[src/sv/tsad_pkg.sv]
// Package for the Type-C source attach detector.
// Holds the channel payload types, state and code enums, and the line classifier.
// Depends on nothing.
`default_nettype none

package tsad_pkg;

  localparam int unsigned CountW = 8;
  localparam int unsigned CfgIndexW = 8;
  localparam logic [CountW-1:0] CountMax = '1;
  localparam logic [CountW-1:0] AttachDebounceReset = 8'd25;
  localparam logic [CountW-1:0] DetachDebounceReset = 8'd3;

  typedef enum logic [CfgIndexW-1:0] {
    CFG_ATTACH_DEBOUNCE = 8'd0,
    CFG_DETACH_DEBOUNCE = 8'd1
  } cfg_index_t;

  typedef enum logic [1:0] {
    LINE_OPEN = 2'd0,
    LINE_RD   = 2'd1,
    LINE_RA   = 2'd2
  } line_class_t;

  typedef enum logic [1:0] {
    CC_NONE = 2'd0,
    CC_ONE  = 2'd1,
    CC_TWO  = 2'd2
  } active_cc_t;

  typedef enum logic {
    CONN_DISCONNECTED = 1'b0,
    CONN_ATTACHED     = 1'b1
  } conn_state_t;

  typedef enum logic [1:0] {
    EV_NONE     = 2'd0,
    EV_ATTACH   = 2'd1,
    EV_DETACH   = 2'd2,
    EV_OVERCURR = 2'd3
  } event_code_t;

  typedef enum logic {
    ACT_TICK     = 1'b0,
    ACT_OVERCURR = 1'b1
  } action_t;

  typedef struct packed {
    logic action;
    logic cc1_above_low;
    logic cc1_above_mid;
    logic cc1_above_high;
    logic cc2_above_low;
    logic cc2_above_mid;
    logic cc2_above_high;
  } sample_t;

  typedef struct packed {
    logic       attached;
    logic [1:0] active_line;
    logic       switch_on;
    logic       fault;
    logic [1:0] event_code;
  } status_t;

  typedef struct packed {
    logic [CountW-1:0] attach_debounce;
    logic [CountW-1:0] detach_debounce;
  } cfg_regs_t;

  function automatic line_class_t classify_line(input logic low, input logic mid,
                                                input logic high);
    line_class_t cls;
    if (high) begin
      cls = LINE_OPEN;
    end else if (mid) begin
      cls = LINE_RD;
    end else if (low) begin
      cls = LINE_RA;
    end else begin
      cls = LINE_OPEN;
    end
    return cls;
  endfunction

endpackage

`default_nettype wire

[src/sv/tsad_ifs.sv]
// Valid/ready channel interfaces for the Type-C source attach detector.
// Depends on tsad_pkg for the payload types.
`default_nettype none

interface tsad_sample_if;
  logic              valid;
  logic              ready;
  tsad_pkg::sample_t data;
  modport source (output valid, output data, input ready);
  modport sink (input valid, input data, output ready);
endinterface

interface tsad_status_if;
  logic              valid;
  logic              ready;
  tsad_pkg::status_t data;
  modport source (output valid, output data, input ready);
  modport sink (input valid, input data, output ready);
endinterface

interface tsad_cfg_if;
  logic                                valid;
  logic                                ready;
  logic [tsad_pkg::CfgIndexW-1:0]      index;
  logic [tsad_pkg::CountW-1:0]         data;
  modport source (output valid, output index, output data, input ready);
  modport sink (input valid, input index, input data, output ready);
endinterface

`default_nettype wire

[src/sv/tsad_cfg_regs.sv]
// Debounce configuration registers of the Type-C source attach detector.
// Depends on tsad_pkg and the tsad_cfg_if interface.
`default_nettype none

module tsad_cfg_regs (
  input  wire                 clk,
  input  wire                 rst,
  tsad_cfg_if.sink            cfg,
  output tsad_pkg::cfg_regs_t regs
);

  assign cfg.ready = 1'b1;

  always_ff @(posedge clk) begin
    if (rst) begin
      regs.attach_debounce <= tsad_pkg::AttachDebounceReset;
      regs.detach_debounce <= tsad_pkg::DetachDebounceReset;
    end else if (cfg.valid) begin
      case (cfg.index)
        tsad_pkg::CFG_ATTACH_DEBOUNCE: regs.attach_debounce <= cfg.data;
        tsad_pkg::CFG_DETACH_DEBOUNCE: regs.detach_debounce <= cfg.data;
        default: ;
      endcase
    end
  end

endmodule

`default_nettype wire

[src/sv/tsad_core.sv]
// Connection state and debounce update of the Type-C source attach detector.
// Holds the state registers and computes one status per transaction.
// Depends on tsad_pkg.
`default_nettype none

module tsad_core (
  input  wire                 clk,
  input  wire                 rst,
  input  wire                 step,
  input  tsad_pkg::sample_t   sample,
  input  tsad_pkg::cfg_regs_t regs,
  output tsad_pkg::status_t   status
);

  tsad_pkg::conn_state_t       conn_state, conn_state_next;
  tsad_pkg::active_cc_t        active_cc, active_cc_next;
  logic [tsad_pkg::CountW-1:0] debounce_count, debounce_count_next;
  logic                        fault_latched, fault_latched_next;
  logic                        switch_state, switch_state_next;

  tsad_pkg::line_class_t       c1, c2, act;
  tsad_pkg::active_cc_t        cand;
  tsad_pkg::event_code_t       event_code;
  logic [tsad_pkg::CountW-1:0] bumped;

  always_comb begin
    c1 = tsad_pkg::classify_line(sample.cc1_above_low, sample.cc1_above_mid,
                                 sample.cc1_above_high);
    c2 = tsad_pkg::classify_line(sample.cc2_above_low, sample.cc2_above_mid,
                                 sample.cc2_above_high);
    act = (active_cc == tsad_pkg::CC_ONE) ? c1 : c2;
    if (c1 == tsad_pkg::LINE_RD) begin
      cand = tsad_pkg::CC_ONE;
    end else if (c2 == tsad_pkg::LINE_RD) begin
      cand = tsad_pkg::CC_TWO;
    end else begin
      cand = tsad_pkg::CC_NONE;
    end
    bumped = (debounce_count == tsad_pkg::CountMax) ? debounce_count
                                                     : debounce_count + 1'b1;

    conn_state_next     = conn_state;
    active_cc_next      = active_cc;
    debounce_count_next = debounce_count;
    fault_latched_next  = fault_latched;
    switch_state_next   = switch_state;
    event_code          = tsad_pkg::EV_NONE;

    if (sample.action == tsad_pkg::ACT_OVERCURR) begin
      switch_state_next  = 1'b0;
      fault_latched_next = 1'b1;
      event_code         = tsad_pkg::EV_OVERCURR;
    end else if (conn_state == tsad_pkg::CONN_DISCONNECTED) begin
      if (cand != tsad_pkg::CC_NONE) begin
        debounce_count_next = bumped;
        if (bumped >= regs.attach_debounce) begin
          debounce_count_next = '0;
          active_cc_next      = cand;
          conn_state_next     = tsad_pkg::CONN_ATTACHED;
          if (!fault_latched) begin
            switch_state_next = 1'b1;
          end
          event_code = tsad_pkg::EV_ATTACH;
        end
      end else begin
        debounce_count_next = '0;
      end
    end else begin
      if (act != tsad_pkg::LINE_RD) begin
        debounce_count_next = bumped;
        if (bumped >= regs.detach_debounce) begin
          debounce_count_next = '0;
          switch_state_next   = 1'b0;
          active_cc_next      = tsad_pkg::CC_NONE;
          conn_state_next     = tsad_pkg::CONN_DISCONNECTED;
          event_code          = tsad_pkg::EV_DETACH;
        end
      end else begin
        debounce_count_next = '0;
      end
    end

    status.attached    = conn_state_next;
    status.active_line = active_cc_next;
    status.switch_on   = switch_state_next;
    status.fault       = fault_latched_next;
    status.event_code  = event_code;
  end

  always_ff @(posedge clk) begin
    if (rst) begin
      conn_state     <= tsad_pkg::CONN_DISCONNECTED;
      active_cc      <= tsad_pkg::CC_NONE;
      debounce_count <= '0;
      fault_latched  <= 1'b0;
      switch_state   <= 1'b0;
    end else if (step) begin
      conn_state     <= conn_state_next;
      active_cc      <= active_cc_next;
      debounce_count <= debounce_count_next;
      fault_latched  <= fault_latched_next;
      switch_state   <= switch_state_next;
    end
  end

endmodule

`default_nettype wire

[src/sv/typec_source_attach_detect.sv]
// USB Type-C source attach/detach detector with load-switch control.
//
// Channels: "sample" carries one detection tick or over-current event per
// transaction; "status" returns exactly one status transaction for each
// sample, showing attach state, active CC line, switch drive, latched fault
// and the event that the sample caused. "cfg" writes the attach and detach
// debounce counts; it is always ready and should be written only while no
// sample is in flight.
// A sample is captured in an input register, its update is computed
// combinationally against the state registers, and the status leaves from an
// output register. Throughput is one sample per cycle while the status
// receiver is ready.
// When the status receiver stalls, the output register holds its transaction
// and the input register holds the next sample; sample.ready drops only when
// both are occupied and the receiver is still stalling.
// Reset (rst, synchronous) empties both registers, returns the detector to
// disconnected with the switch off and the fault clear, and loads the debounce
// counts with 25 and 3.
// Depends on tsad_pkg, tsad_ifs, tsad_cfg_regs and tsad_core.
`default_nettype none

module typec_source_attach_detect (
  input  wire         clk,
  input  wire         rst,
  tsad_sample_if.sink sample,
  tsad_status_if.source status,
  tsad_cfg_if.sink    cfg
);

  tsad_pkg::cfg_regs_t regs;
  tsad_pkg::sample_t   sample_q;
  tsad_pkg::status_t   result;
  logic                in_full;
  logic                out_full;
  logic                advance;

  assign advance      = in_full && (!out_full || status.ready);
  assign sample.ready = !in_full || advance;
  assign status.valid = out_full;

  tsad_cfg_regs u_cfg_regs (
    .clk  (clk),
    .rst  (rst),
    .cfg  (cfg),
    .regs (regs)
  );

  tsad_core u_core (
    .clk    (clk),
    .rst    (rst),
    .step   (advance),
    .sample (sample_q),
    .regs   (regs),
    .status (result)
  );

  always_ff @(posedge clk) begin
    if (rst) begin
      in_full  <= 1'b0;
      out_full <= 1'b0;
    end else begin
      if (sample.valid && sample.ready) begin
        in_full <= 1'b1;
      end else if (advance) begin
        in_full <= 1'b0;
      end
      if (advance) begin
        out_full <= 1'b1;
      end else if (status.ready) begin
        out_full <= 1'b0;
      end
    end
  end

  always_ff @(posedge clk) begin
    if (sample.valid && sample.ready) begin
      sample_q <= sample.data;
    end
    if (advance) begin
      status.data <= result;
    end
  end

endmodule

`default_nettype wire

[src/flat_wrapper.sv]
// flat-port wrapper written by rule: the top's interface ports become plain ports
module typec_source_attach_detect_flat 
  (clk, rst, sample_valid, sample_data, sample_ready, status_valid, status_data, status_ready, cfg_valid, cfg_index, cfg_data, cfg_ready);
  tsad_sample_if sample_i ();
  tsad_status_if status_i ();
  tsad_cfg_if cfg_i ();
  input  wire clk;
  input  wire rst;
  input wire logic [$bits(sample_i.valid)-1:0] sample_valid;
  input wire logic [$bits(sample_i.data)-1:0] sample_data;
  output wire logic [$bits(sample_i.ready)-1:0] sample_ready;
  output wire logic [$bits(status_i.valid)-1:0] status_valid;
  output wire logic [$bits(status_i.data)-1:0] status_data;
  input wire logic [$bits(status_i.ready)-1:0] status_ready;
  input wire logic [$bits(cfg_i.valid)-1:0] cfg_valid;
  input wire logic [$bits(cfg_i.index)-1:0] cfg_index;
  input wire logic [$bits(cfg_i.data)-1:0] cfg_data;
  output wire logic [$bits(cfg_i.ready)-1:0] cfg_ready;
  assign sample_i.valid = sample_valid;
  assign sample_i.data = sample_data;
  assign sample_ready = sample_i.ready;
  assign status_valid = status_i.valid;
  assign status_data = status_i.data;
  assign status_i.ready = status_ready;
  assign cfg_i.valid = cfg_valid;
  assign cfg_i.index = cfg_index;
  assign cfg_i.data = cfg_data;
  assign cfg_ready = cfg_i.ready;
  typec_source_attach_detect u_core (.clk(clk), .rst(rst), .sample(sample_i), .status(status_i), .cfg(cfg_i));
endmodule
[config.mk]
export PLATFORM = sky130hd
export DESIGN_NAME = typec_source_attach_detect_flat
export DESIGN_NICKNAME = d
export VERILOG_FILES = /design/src/sv/tsad_pkg.sv /design/src/sv/tsad_ifs.sv /design/src/sv/tsad_cfg_regs.sv /design/src/sv/tsad_core.sv /design/src/sv/typec_source_attach_detect.sv /design/src/flat_wrapper.sv
export SDC_FILE = /design/constraint.sdc
export NUM_CORES = 1
export LEC_CHECK = 0
export ABC_AREA = 1
export BUFFER_PORTS_ARGS = -buffer_cell sky130_fd_sc_hd__buf_2
export CORE_UTILIZATION = 50
export CTS_CLUSTER_SIZE = 20
export DETAILED_ROUTE_END_ITERATION = 16
export PLACE_DENSITY = 0.71
export SKIP_LAST_GASP = 1
export SYNTH_ARGS = -nofsm -noshare
export SYNTH_HDL_FRONTEND = slang
export SYNTH_SLANG_ARGS = --single-unit
[constraint.sdc]
create_clock -name clk -period 3.3 [get_ports clk]
set_input_delay 0.165 -clock clk [delete_from_list [all_inputs] [get_ports clk]]
set_output_delay 0.165 -clock clk [all_outputs]
set_load 0.005 [all_outputs]
# == Yosys cells after proc, flatten, opt, wreduce, memory -nomap -nowiden ==
# Index checks and enable logic that the tools add are counted.
# word_totals
input_bits,28
output_inout_bits,10
reg_bits,45
# classes
addsub,1
n_reduce_logical,13
n_lt_le_gt_ge,2
n_bitwise,1
muxes,44
eq_ne,6
# ops
cell,count
two-way mux 8 bit,6
two-way mux 2 bit,18
two-way mux 1 bit,20
greater-or-equal comparator 8 bit,2
"adder 8 x 1 -> 8 bit, second input constant",1
"== test 8 x 1 -> 1 bit, second input constant",1
"== test 8 bit, second input constant",1
zero test 8 bit,1
"== test 2 x 1 -> 1 bit, second input constant",3
AND reduction 2 bit,3
nonzero test 2 bit,3
logical AND 1 bit,2
zero test 1 bit,2
logical OR 1 bit,2
"!= test 2 x 1 -> 1 bit, second input constant",1
NOT 1 bit,1

# == Logic depth before layout (Yosys ltp) ==
# Gate-level depths: netlist of run 1.
# depth
depth_word,10
ltp_mapped,22
mapped_depth_nobuf,22

# == Hierarchy ==
# From an unflattened synthesis of run 1, not the netlist that was laid out.
# hier_totals
cells_unflattened,345
hier_area_um2,2568.7
# modules_own_cells
mod,area_per_inst_um2,seq_area_each_um2,cells_each,n_inst
tsad_core,1300.0,260.2,214,1
tsad_cfg_regs,757.0,320.3,105,1
typec_source_attach_detect,511.7,460.4,26,1

# == Worst setup path before layout of run 1 ==
# Ideal clock, no wire load.
# synth_timing
path_kind,register -> register
start,reg u_core.u_core.debounce_count[0] in the netlist's numbering
end,reg u_core.status.data[5] (netlist name)
setup_time_ns,0.255
t_arrival_ns,2.236
stages_incl_launch_ff,20
path_slack_ns,0.809
synth_period_minus_slack_ns,2.491
n_path_buf,0
cell_sequence,dfxtp_1 > ha_1 > nand2_2 > nor3_2 > nand2_2 > nor2_4 > inv_2 > nand2_1 > nand2_1 > ha_1 > nand2_1 > nand2_1 > nand2_1 > nand2_1 > nand2_1 > nand3_1 > nand2_1 > nand2_1 > nand3_1 > nand2_1
# synth_rtl
element,line,source
"start, declared",tsad_core.sv:17,"logic [tsad_pkg::CountW-1:0] debounce_count, debounce_count_next;"
"start signal, assigned",tsad_core.sv:100,debounce_count <= debounce_count_next;

# == Worst setup path after layout of run 1 ==
# layout_timing
start,reg u_core.u_core.debounce_count[0] in the netlist's numbering
end,reg u_core.u_core.debounce_count[5] in the netlist's numbering
# layout_via
elab_chain_cells,6
# layout_lines
element,line,source
adder 8 x 1 -> 8 bit or == test 8 bit (tied branches),"tsad_core.sv:40, tsad_core.sv:39",
two-way mux 8 bit *,tsad_core.sv:39,bumped = (debounce_count == tsad_pkg::CountMax) ? debounce_count
"greater-or-equal comparator 8 bit, on equally long branches","tsad_core.sv:56, tsad_core.sv:71",
"two-way mux 8 bit, on equally long branches","tsad_core.sv:56, tsad_core.sv:71",
"two-way mux 8 bit, on equally long branches","tsad_core.sv:54, tsad_core.sv:69",
two-way mux 8 bit *,tsad_core.sv:53,end else if (conn_state == tsad_pkg::CONN_DISCONNECTED) begin
# Mark *: on every way between the ends. The rest lies on a longest branch, timed or not.
# A chain may end at the register's enable or synchronous reset.

==> flow_metrics.tcl, run 1 <==
set metrics [dict create \
    numClockSinks 43 \
    vdd_drop_max_uv 195 \
    min_from "sample_data[6]" \
    synth_adder_area_share_pct 9.26 \
    hold_end "u_core.sample_q[6]" \
    drc 0 \
    viasPerCell 4.97 \
    tightest_slew_ns 0.640 \
    grt_pass1_wl_um 7620 \
    ios 38 \
    critical_path.endpoint_type "register" \
    synthSimpleGateAreaFrac_pct 22.2 \
    diodes 0 \
    cts_root_buffer "clkbuf_8" \
    cp_max_fo 8 \
    clock_latency_ns 0.29 \
    wl_met3_um 119 \
    p_leak_nw 1.22 \
    drt-met1-wl_um 2010 \
    cts_hold_buf 0 \
    io_buffer_count 34 \
    synth_top_family_by_area "simple AND/OR/NAND/NOR gates" \
    hp-class "in2reg" \
    rows 24 \
    antenna_found_initial 0 \
    synth_compound_area_share_pct 14.6 \
    r2r_cells 18 \
    ant_nets 0 \
    slew_headroom_pct 57.3 \
    top_layer "met4" \
    fin_worst_skew_ns 0.00611 \
    cp.arrival_ns 3.10 \
    synth.area.mux_share_pct 0 \
    syn_nets 333 \
    drv_slew 0 \
    ys_seq_area_share_pct 42.7 \
    grt_pass1_vias 1809 \
    clock_path_buffers 2 \
    routabilityCongestion 0.828 \
    die_h_um 69.8 \
    drt_pass1_iterations 4 \
    rsz0062_at_grt "no" \
    drt-total-wl_um 4170 \
    grt_util_all_layers_pct 19.4 \
    hold_depth 1 \
    initial_core_util_pct 52.4 \
    synthXorXnorAreaFrac_pct 1.91 \
    yosysWarningCount 0 \
    cp_data_required_time_ns 3.53 \
    post_cts_buffers 0 \
    status "finished clean" \
    clock.fmax_mhz 349 \
    yosysUniqueCellTypes 29 \
    wl_met2_um 1990 \
    final_cell_mix "nand2_1, inv_1, buf_2, dfxtp_1, a21oi_1" \
    fin_crit_sh_pct 86.9 \
    numCtsBuffers 5 \
    drv_cap 0 \
    fin_ws_ns 0.431 \
    grt_max_degree 26 \
    vias 1874 \
    critPathKind "reg2reg" \
    worstReg2RegStart "u_core.u_core.debounce_count[0]" \
    dr.first_iter.drc_count 112 \
    netlist_area_mm2 0.00230 \
    setup_violations 0 \
    final_common_cell "nand2_1" \
    regToRegSetupSlack_ns 0.43 \
    start_kind "register" \
    synthToLayoutAreaGrowth_pct 12.2 \
    ys_ff_latch 43 \
    cts_tree "built" \
    avgRoutedWirePerCell_um 11.1 \
    synthCells 288 \
    dp_hpwl_um 3170 \
    path_clk_slew_ns 0.08 \
    dieArea_mm2 0.00487 \
    reg2reg_to "u_core.u_core.debounce_count[5]" \
    layout.nets 369 \
    grt_overflow_total 0 \
    period_minus_slack_ns 2.87 \
    avgSynthCellArea_um2 7.97 \
    tns_ns 0 \
    finalCoreUtilization_pct 58.7 \
    place_ws_ns 0.443 \
    hold_viol_final 0 \
    core_area_mm2 0.00438 \
    die_w_um 69.8 \
    cts_resized 0 \
    cts_max_level 2 \
    power.density_mw_per_mm2 404 \
    drive_gt1_share_pct 18.2 \
]
## cell families (layout without fill, tap and decap cells)
family                     Yosys count  after routing
DFF                                 43             43
adders and majority gates           17             17
buffers and inverters               50             87
xor gates and xnor gates             5              5
other                                1              1
AOI/OAI and AO/OA                   57             57
and+or+nand+nor                    115            115
## per-layer routing
metal / track usage [%] / vias to the layer above
met1: 24.5 / 841
li1: - / 1007
met2: 32.5 / 22
met4: 6.89 / 0
met5: 0 / -
met3: 4.51 / 4
## registers in the layout (all words and copies together) (netlist names)
signal	flops
u_core.u_core.conn_state	1
u_core.in_full	1
u_core.u_core.switch_state	1
u_core.status.data	7
u_core.u_core.debounce_count	8
u_core.u_cfg_regs.regs	16
u_core.u_core.fault_latched	1
u_core.status.valid	1
u_core.u_core.active_cc	2
u_core.sample_q	5
## how the worst max path moves through the flow
stage | endpoint | depth (start not counted) | startpoint
detailed placement | u_core.u_core.debounce_count[1] | 18 | u_core.u_core.debounce_count[0]
CTS | u_core.u_core.debounce_count[1] | 18 | u_core.u_core.debounce_count[0]
floorplan | u_core.status.data[5] | 19 | u_core.u_core.debounce_count[0]
global route | u_core.u_core.active_cc[0] | 22 | u_core.u_core.debounce_count[0]
global placement | u_core.u_core.debounce_count[4] | 18 | u_core.u_core.debounce_count[0]
finish | u_core.u_core.debounce_count[5] | 18 | u_core.u_core.debounce_count[0]
## cell usage after synthesis
library cell	number	share of area, %
inv_2	1	0.16
o22ai_4	1	0.87
nor2_1	17	2.8
edfxtp_1	12	16
nor3_2	1	0.44
clkbuf_8	1	0.60
nor2_4	2	0.98
xnor2_1	1	0.38
clkbuf_1	3	0.49
nor4_1	1	0.27
o21a_1	1	0.33
ha_1	17	9.3
nand2_2	7	1.9
o21ai_0	21	4.6
dfxtp_1	31	27
nand3_1	19	4.1
inv_1	43	7.0
a21o_1	1	0.33
buf_4	1	0.33
nor4_2	1	0.54
nand2_1	65	11
o211ai_1	3	0.98
a21oi_2	6	2.3
a21oi_1	22	4.8
conb_1	1	0.16
buf_6	1	0.49
o21ai_1	2	0.44
nand4_1	2	0.54
xor2_1	4	1.5
## stage by stage
stage	std cells	power, mW	instance area [um^2]	hold slack, ns
2_1_floorplan	288	0.694	2300	0.234
3_3_place_gp	369	0.735	2490	0.342
3_5_place_dp	369	0.740	2490	0.344
4_1_cts	377	1.05	2570	0.0409
5_1_grt	377	1.09	2570	0.0384
6_report	377	1.04	2570	0.0509
## power by group
group          internal (mW)  leakage, nW  switching, mW
registers              0.564        0.367         0.0109
clock network          0.144       0.0403          0.169
logic                 0.0585        0.814         0.0947
## critical path, stage by stage, from the launching register on
cell,delay [ns]
dfxtp_1,0.39
ha_1,0.22
nand2_2,0.08
nor3_2,0.23
nand2_2,0.10
nor2_4,0.14
inv_2,0.09
nand2_1,0.07
nand2_1,0.09
ha_1,0.32
nand2_1,0.08
nand2_1,0.05
nand2_1,0.05
nand2_1,0.05
nand2_1,0.06
nand3_1,0.21
o22ai_4,0.33
nand2_1,0.13
a21oi_2,0.12
## cell type report
cell class              instances  area [um^2]
clock buffers                   6         72.6
clock inverters                 2         7.51
fillers                       413         1810
inverters                      44          165
multi-input cells             195         1110
flip-flops and latches         43          981
well taps                      52         65.1
repair buffers                 35          178
Power figures use the tool's default switching activity.
==> run 2, diff against run 1 <==
- CTS_BUF_LIST: default -> sky130_fd_sc_hd__clkbuf_8
==> run 2 against run 1 <==
Against the previous run: fmax barely moved; clock skew barely moved; register-to-register slack barely moved; hold slack did not move; critical endpoint unchanged.
==> flow_metrics.tcl, run 2 (synthesis results as in run 1) <==
set metrics [dict create \
    vias 1875 \
    status "finished clean" \
    top_register "u_core.u_cfg_regs.regs" \
    drc 0 \
    start_kind "register" \
    worstPathCellList "ha_1 -> nand2_2 -> nor3_2 -> nand2_2 -> nor2_4 -> inv_2 -> nand2_1 -> nand2_1 -> ha_1 -> nand2_1 -> nand2_1 -> nand2_1 -> nand2_1 -> nand2_1 -> nand3_1 -> o22ai_4 -> nand2_1 -> a21oi_2" \
    tns_ns 0 \
    r2r_cells 18 \
    rows 24 \
    cts_tree "built" \
    avgRoutedWirePerCell_um 11.1 \
    p_leak_nw 1.23 \
    regToRegSetupSlack_ns 0.43 \
    cts_max_level 2 \
    hold_end "u_core.sample_q[6]" \
    grt_pass1_vias 1809 \
    grt-busiest-layer "met2" \
    dieArea_mm2 0.00487 \
    vdd_drop_max_uv 195 \
    numClockSinks 43 \
    layout.nets 369 \
    crit_family "simple AND/OR/NAND/NOR gates" \
    critPathKind "reg2reg" \
    diodes 0 \
    cts_hold_buf 0 \
    grtUsageMet3_pct 4.51 \
    io_buffer_count 34 \
    antenna_found_initial 0 \
    viasPerCell 4.97 \
    critPathMaxStageDelay_ns 0.39 \
    final_common_cell "nand2_1" \
    rsz0062_at_grt "no" \
    cp_data_required_time_ns 3.53 \
    clock_latency_ns 0.29 \
    dr.first_iter.drc_count 111 \
    slew_headroom_pct 57.3 \
    reg2reg_to "u_core.u_core.debounce_count[5]" \
    cp_max_fo 8 \
    die_w_um 69.8 \
    hold_viol_final 0 \
    ant_nets 0 \
    min_from "sample_data[6]" \
    final_cell_mix "nand2_1, inv_1, buf_2, dfxtp_1, a21oi_1" \
    grt_overflow_total 0 \
    setup_violations 0 \
    die_h_um 69.8 \
    grt_util_all_layers_pct 19.4 \
    reg_top3 "u_core.u_cfg_regs.regs x16, u_core.u_core.debounce_count x8, u_core.status.data x7" \
    use_met2_pct 32.5 \
    ios 38 \
    drt_pass1_iterations 4 \
    initial_core_util_pct 52.4 \
    grt_max_degree 26 \
    cp.arrival_ns 3.10 \
    routabilityCongestion 0.828 \
    finalCoreUtilization_pct 58.7 \
    met1_usage_pct 24.5 \
    grt_pass1_wl_um 7620 \
    power.density_mw_per_mm2 403 \
    critical_path.endpoint_type "register" \
    post_cts_buffers 0 \
    numCtsBuffers 5 \
    worstReg2RegStart "u_core.u_core.debounce_count[0]" \
    hold_depth 1 \
    fin_crit_sh_pct 86.9 \
    cp_slowest_cell "dfxtp_1" \
    drt-total-wl_um 4170 \
    cts_resized 0 \
    drv_cap 0 \
    critPathBufInv 1 \
    cts_root_buffer "clkbuf_8" \
    path_clk_slew_ns 0.08 \
    largest_reg_flops 16 \
    drive_gt1_share_pct 18.2 \
    period_minus_slack_ns 2.87 \
    clock_path_buffers 2 \
    drv_slew 0 \
    tightest_slew_ns 0.640 \
    clock.fmax_mhz 349 \
    crit_top_cell "nand2_1" \
    fin_worst_skew_ns 0.00637 \
    core_area_mm2 0.00438 \
    synthToLayoutAreaGrowth_pct 12.2 \
    dp_hpwl_um 3170 \
    hp-class "in2reg" \
]
[run 2: changes by cell type in the layout (fill, tap and decap cells not counted)]
cell,change
inv_1,+1
clkbuf_1,-1
[run 2: final cells by class]
| type | count | area [um^2] |
|---|---|---|
| Fill cell | 413 | 1810 |
| Clock buffer | 5 | 68.8 |
| Timing Repair Buffer | 35 | 178 |
| Clock inverter | 3 | 11.3 |
| Inverter | 44 | 165 |
| Tap cell | 52 | 65.1 |
| Multi-Input combinational cell | 195 | 1110 |
| Sequential cell | 43 | 981 |
[run 2: metal layers]
layer / wire (um) / vias up / part of all wire (%)
li1: - / 1007 / -
met1: 2010 / 842 / 48
met2: 1990 / 22 / 48
met3: 119 / 4 / 2.9
met4: 44 / 0 / 1.1
met5: 0 / - / 0
[run 2: power by group]
part | internal [mW] | switching (mW) | leakage, nW
Combinational | 0.0585 | 0.0947 | 0.814
Sequential | 0.564 | 0.0109 | 0.367
Clock | 0.141 | 0.169 | 0.0444
[run 2: per-stage QoR]
stage               instances  worst slack, ns  hold slack [ns]  cell area (um^2)  total power, mW
floorplan                 288            0.809            0.234              2300            0.694
global placement          369            0.477            0.342              2490            0.735
detailed placement        369            0.443            0.344              2490            0.740
CTS                       377            0.414           0.0409              2570             1.05
global route              377           0.0940           0.0384              2570             1.09
finish                    377            0.431           0.0509              2570             1.04
[run 2: worst max path at each step]
stage | startpoint | endpoint | slack [ns] | cells after the start
2_1_floorplan | u_core.u_core.debounce_count[0] | u_core.status.data[5] | 0.81 | 19
3_3_place_gp | u_core.u_core.debounce_count[0] | u_core.u_core.debounce_count[4] | 0.48 | 18
3_5_place_dp | u_core.u_core.debounce_count[0] | u_core.u_core.debounce_count[1] | 0.44 | 18
4_1_cts | u_core.u_core.debounce_count[0] | u_core.u_core.debounce_count[1] | 0.41 | 18
5_1_grt | u_core.u_core.debounce_count[0] | u_core.u_core.active_cc[0] | 0.09 | 22
6_report | u_core.u_core.debounce_count[0] | u_core.u_core.debounce_count[5] | 0.43 | 18
[run 2: worst reg2reg max path: stages (launching register included)]
cell     delay, ns
dfxtp_1       0.39
ha_1          0.22
nand2_2       0.08
nor3_2        0.23
nand2_2       0.11
nor2_4        0.14
inv_2         0.09
nand2_1       0.07
nand2_1       0.09
ha_1          0.32
nand2_1       0.08
nand2_1       0.05
nand2_1       0.05
nand2_1       0.05
nand2_1       0.06
nand3_1       0.21
o22ai_4       0.33
nand2_1       0.13
a21oi_2       0.12
